<file path="src/rtl/vsm_pkg.sv">
// ----------------------------------------------------------------------------
// vsm_pkg
// shared constants for the planar sobel maximum gradient unit
// ----------------------------------------------------------------------------
`default_nettype none

package vsm_pkg;

	localparam int PIX_W     = 8;
	localparam int GRAD_W    = 10;
	localparam int CFG_W     = 16;
	localparam int CFG_IDX_W = 2;
	localparam int OUT_TD_W  = 16;

	localparam logic CMD_DATA  = 1'b0;
	localparam logic CMD_FLUSH = 1'b1;

	localparam logic [CFG_IDX_W-1:0] REG_WIDTH  = 2'd0;
	localparam logic [CFG_IDX_W-1:0] REG_HEIGHT = 2'd1;
	localparam logic [CFG_IDX_W-1:0] REG_DEPTH  = 2'd2;

endpackage

`default_nettype wire

</file>
<file path="src/rtl/vsm_ram.sv">
// ----------------------------------------------------------------------------
// vsm_ram
// generic single write port ram with registered read
// ----------------------------------------------------------------------------
`default_nettype none

module vsm_ram #(
	parameter int WIDTH = 8,
	parameter int DEPTH = 256,
	localparam int AW = (DEPTH > 1) ? $clog2(DEPTH) : 1
) (
	input  wire logic             clk,
	input  wire logic             we,
	input  wire logic [AW-1:0]    waddr,
	input  wire logic [WIDTH-1:0] wdata,
	input  wire logic             re,
	input  wire logic [AW-1:0]    raddr,
	output logic      [WIDTH-1:0] rdata
);

	logic [WIDTH-1:0] mem [DEPTH];
	logic [WIDTH-1:0] rdata_q;

	always_ff @(posedge clk) begin
		if (we) begin
			mem[waddr] <= wdata;
		end
		if (re) begin
			rdata_q <= mem[raddr];
		end
	end

	assign rdata = rdata_q;

endmodule

`default_nettype wire

</file>
<file path="src/rtl/vsm_delay.sv">
// ----------------------------------------------------------------------------
// vsm_delay
// programmable ring delay line between two registered voxel streams
// ----------------------------------------------------------------------------
`default_nettype none

module vsm_delay import vsm_pkg::*; #(
	parameter int DEPTH = 256,
	localparam int AW = (DEPTH > 1) ? $clog2(DEPTH) : 1
) (
	input  wire logic             clk,
	input  wire logic             arst_n,
	input  wire logic             en,
	input  wire logic             clr,
	input  wire logic [AW-1:0]    len,
	input  wire logic [PIX_W-1:0] din,
	output logic      [PIX_W-1:0] dout
);

	logic [AW-1:0] ptr_q;
	logic [AW-1:0] ptr_next;

	assign ptr_next = (ptr_q == len - AW'(1)) ? '0 : ptr_q + AW'(1);

	always_ff @(posedge clk or negedge arst_n) begin
		if (!arst_n) begin
			ptr_q <= '0;
		end else if (clr) begin
			ptr_q <= '0;
		end else if (en) begin
			ptr_q <= ptr_next;
		end
	end

	vsm_ram #(
		.WIDTH(PIX_W),
		.DEPTH(DEPTH)
	) u_ram (
		.clk  (clk),
		.we   (en),
		.waddr(ptr_q),
		.wdata(din),
		.re   (en),
		.raddr(ptr_q),
		.rdata(dout)
	);

endmodule

`default_nettype wire

</file>
<file path="config.mk">
export PLATFORM = sky130hd
export DESIGN_NAME = vsm_delay
export DESIGN_NICKNAME = d
export VERILOG_FILES = /design/src/rtl/vsm_pkg.sv /design/src/rtl/vsm_ram.sv /design/src/rtl/vsm_delay.sv
export SDC_FILE = /design/constraint.sdc
export NUM_CORES = 2
export LEC_CHECK = 0
export BUFFER_PORTS_ARGS = -buffer_cell sky130_fd_sc_hd__buf_2
export CORE_MARGIN = 10
export CORE_UTILIZATION = 45
export DETAILED_ROUTE_END_ITERATION = 10
export PLACE_DENSITY = 0.64
export REMOVE_ABC_BUFFERS = 1
export SLEW_MARGIN = 20
export SYNTH_ARGS = -nofsm -noshare
export SYNTH_HDL_FRONTEND = slang
export SYNTH_SLANG_ARGS = --single-unit
</file>
<file path="constraint.sdc">
create_clock -name clk -period 2.8 [get_ports clk]
set_input_delay 0.14 -clock clk [delete_from_list [all_inputs] [get_ports clk]]
set_output_delay 0.14 -clock clk [all_outputs]
set_load 0.1 [all_outputs]
</file>
==> summary.txt <==
Clock tree
  • H-tree lvl count: 4
  • CTS root buffer: clkbuf_16
  • Clk buf depth: 3
  • TritonCTS clock tree: done
  • TritonCTS Sinks: 2064
  • Total CTS buffers: 199
  • Reg clk slew, reported paths: 0.06 ns
  • Later-pin clock latency in the skew report: 0.85 ns

Placement
  • Detailed-placement wirelength estimate: 123000 um
  • Area of placed instances: 87100 sq um
  • Gpl congestion: 0.823
  • I/O Buffers: 27

Logic synthesis
  • Post-synthesis async set-or-reset flop share: 0.388%
  • Post-synth EDFFs: slightly above 2000
  • Post-Synthesis Cells: 3625
  • Synthesized cell area: around 79000 sq um
  • Avg Inst Size Synth: 21.8 sq um
  • Yosys top cell area share: 78.0%
  • Synth area leader: edfxtp_1
  • Syn. warnings: 0
  • Most frequent cell after synthesis: edfxtp_1
  • Commonest cells in the synthesized netlist: edfxtp_1, mux4_2, nor2_1
  • Sequential area share after synthesis: slightly below 80%
  • Dominant synthesized flop cell: edfxtp_1
  • Dominant cells by area after synthesis: edfxtp_1, mux4_2, a22oi_1
  • Library cells used by synthesis: 50
  • Flop and latch count out of synthesis: about 2100

Global route
  • First-pass GRT wire length: 288000 um
  • Total GRT Usage: 20.3%
  • Largest net degree at the start of global routing: 99
  • Initial antenna violation count: 2
  • Vias in the first global route: 40800
  • Gr ovfl total: 0

STA
  • Slew HR: 40.1%
  • Setup TNS: -1.21 ns
  • Fin worst setup slack: -0.186 ns
  • Clock skew: 0.0631 ns
  • RSZ-0062 raised after global routing: true
  • Fin crit period: between 2 and 3 ns
  • Fraction of the cycle the final worst path needs: 107%
  • Fin. max-slew vios: 0
  • Fmax: ~0.33 GHz
  • Least-Margin Pin Slew: about 0.9 ns
  • Setup Viol. Count Final: 8
  • Final hold vios: 0

Route
  • Detailed Routing Iterations Pass 1: 5
  • Per-cell routed wire length: 29.0 um
  • Post-route ant nets: 0
  • Initial DRC Count: 4784
  • Via Count: ~40000
  • Detailed Route WL: about 200000 um
  • DR DRC count: 0
  • Vias per cell: a little under 6

Run status
  • Status: finished, violations left
  • Failing checks: negative setup slack

Setup path
  • Worst path most repeated cell: buf_4
  • Startpoint types: register
  • Max FO, Critical Path: 10
  • Worst-path cell with the longest stage delay: mux4_2
  • CP Data Arrival Time: around 3.6 ns
  • Critical path class: register to register
  • Crit path cell chain: buf_16 -> buf_4 -> buf_8 -> mux4_2 -> a22oi_2 -> a21oi_1 -> o41ai_4 -> buf_4 -> nand4_1
  • Crit-path max cell delay: 0.54 ns
  • Worst Path Required: approximately 3.4 ns
  • Crit path capture type: register

Pwr
  • Pwr Density: 708 nW/um^2
  • Worst IR Drop VDD: a little over 0.0005 V
  • Leak: 30.2 nW

Layout
  • Syn-to-layout area delta: 20.5%
  • Final #Nets: 4338
  • Share of post-route cells with drive strength above 1: 36.8%
  • Final instance area: roughly 95000 sq um

Floorplan
  • Ports: 28
  • Initial Util: 45.4%
  • Die width: approximately 440 um
  • Core Region: ~170000 sq um
  • Die ar.: just under 200000 sq um
  • FP Rows: 153
  • Die height: 439 um

Worst hold path
  • Worst Hold Class: input port to register

Run
  • Max Cap Viol: 0
## final cells by class
| type | count | area, sq um |
|---|---|---|
| Fill cell | 12900 | 79000 |
| Sequential cell | 2064 | 61900 |
| Multi-Input combinational cell | 1320 | 16900 |
| Timing Repair Buffer | 720 | 6910 |
| Clock buffer | 236 | 5180 |
| Tap cell | 2325 | 2910 |
| Clock inverter | 128 | 1470 |
| Inverter | 8 | 30.0 |
| Antenna cell | 3 | 7.51 |
## worst max-delay path, delay by kind of cell (launching register included)
family | cells | cell delay (ns)
flops | 1 | 0.48
buf+inv | 4 | 0.68
mux | 1 | 0.54
compound gates | 3 | 0.88
simple gates | 1 | 0.09
## cell families (layout without fill, tap and decap cells)
group,Yosys count,after routing,synth area share [%]
buffers and inverters,241,1092,1.34
AO/OA/AOI/OAI,436,436,3.80
XOR/XNOR,8,8,0.106
other,0,3,0
AND/OR/NAND/NOR,358,358,1.85
multiplexers,513,513,14.6
flip-flops,2064,2064,78.2
adder cells (fa/ha/maj),5,5,0.0790
## per-layer routing
metal	track usage (%)	share of wire [%]
met4	6.49	3.6
met5	0	0
met2	32.7	49
met3	3.54	7.8
met1	28.4	40
## metrics by stage
stage	power, mW	instances	worst slack, ns	hold WS, ns	util [%]
after floorplan	39.3	3392	-18.99	-0.156	-
after global placement	40.6	6373	-0.708	0.00460	49.9
after detailed placement	40.6	6373	-0.762	0.00619	49.9
after CTS	67.9	6780	-0.217	0.00749	54.4
after global routing	69.5	6801	-0.264	0.0754	54.7
final	67.5	6804	-0.186	0.0805	54.7
## state kept, by name (all words and copies together), names as in the netlist
signal,count
ptr_q,8
u_ram.rdata,8
u_ram.mem,2048
## layout by cell type, fill, tap and decap left out, types with 26 or more instances in the layout
cell,Yosys,routed
clkinv_2,0,36
o41ai_2,0,26
clkinv_1,0,43
edfxtp_1,2056,2056
nand2_1,39,37
clkbuf_1,135,34
mux4_2,512,512
buf_12,0,83
a22oi_1,256,204
clkbuf_16,0,203
a21oi_1,128,101
buf_4,3,567
nor2_1,265,261
a22oi_2,0,52
## power breakdown
group	internal [mW]	switching (mW)
clock	15.6	11.5
combinational	2.57	3.63
sequential	34.1	0.110
total	52.2	15.3
## final timing paths
check | end | from | cells after the start | slack [ns]
max | u_ram.rdata[2]$_DFFE_PP_ | ptr_q[0]$_DFFE_PN0P_ | 9 | -0.19
max in group asynchronous | ptr_q[0]$_DFFE_PN0P_ | arst_n | 3 | 1.98
max reg2reg | u_ram.rdata[2]$_DFFE_PP_ | ptr_q[0]$_DFFE_PN0P_ | 9 | -0.19
min reg2reg | ptr_q[4]$_DFFE_PN0P_ | ptr_q[4]$_DFFE_PN0P_ | 2 | 0.73
min in group asynchronous | ptr_q[1]$_DFFE_PN0P_ | arst_n | 3 | 0.49
min | ptr_q[6]$_DFFE_PN0P_ | len[4] | 5 | 0.08
## what timing repair did
item	in CTS	in global routing
setup endpoints to repair	14	82
gates cloned	7	1
setup buffers	25	21
gates resized for setup	107	58
pin swaps	23	14
hold endpoints to repair	581	0
hold buffers	12	0
No activity file was read; power rests on OpenSTA's default activity.
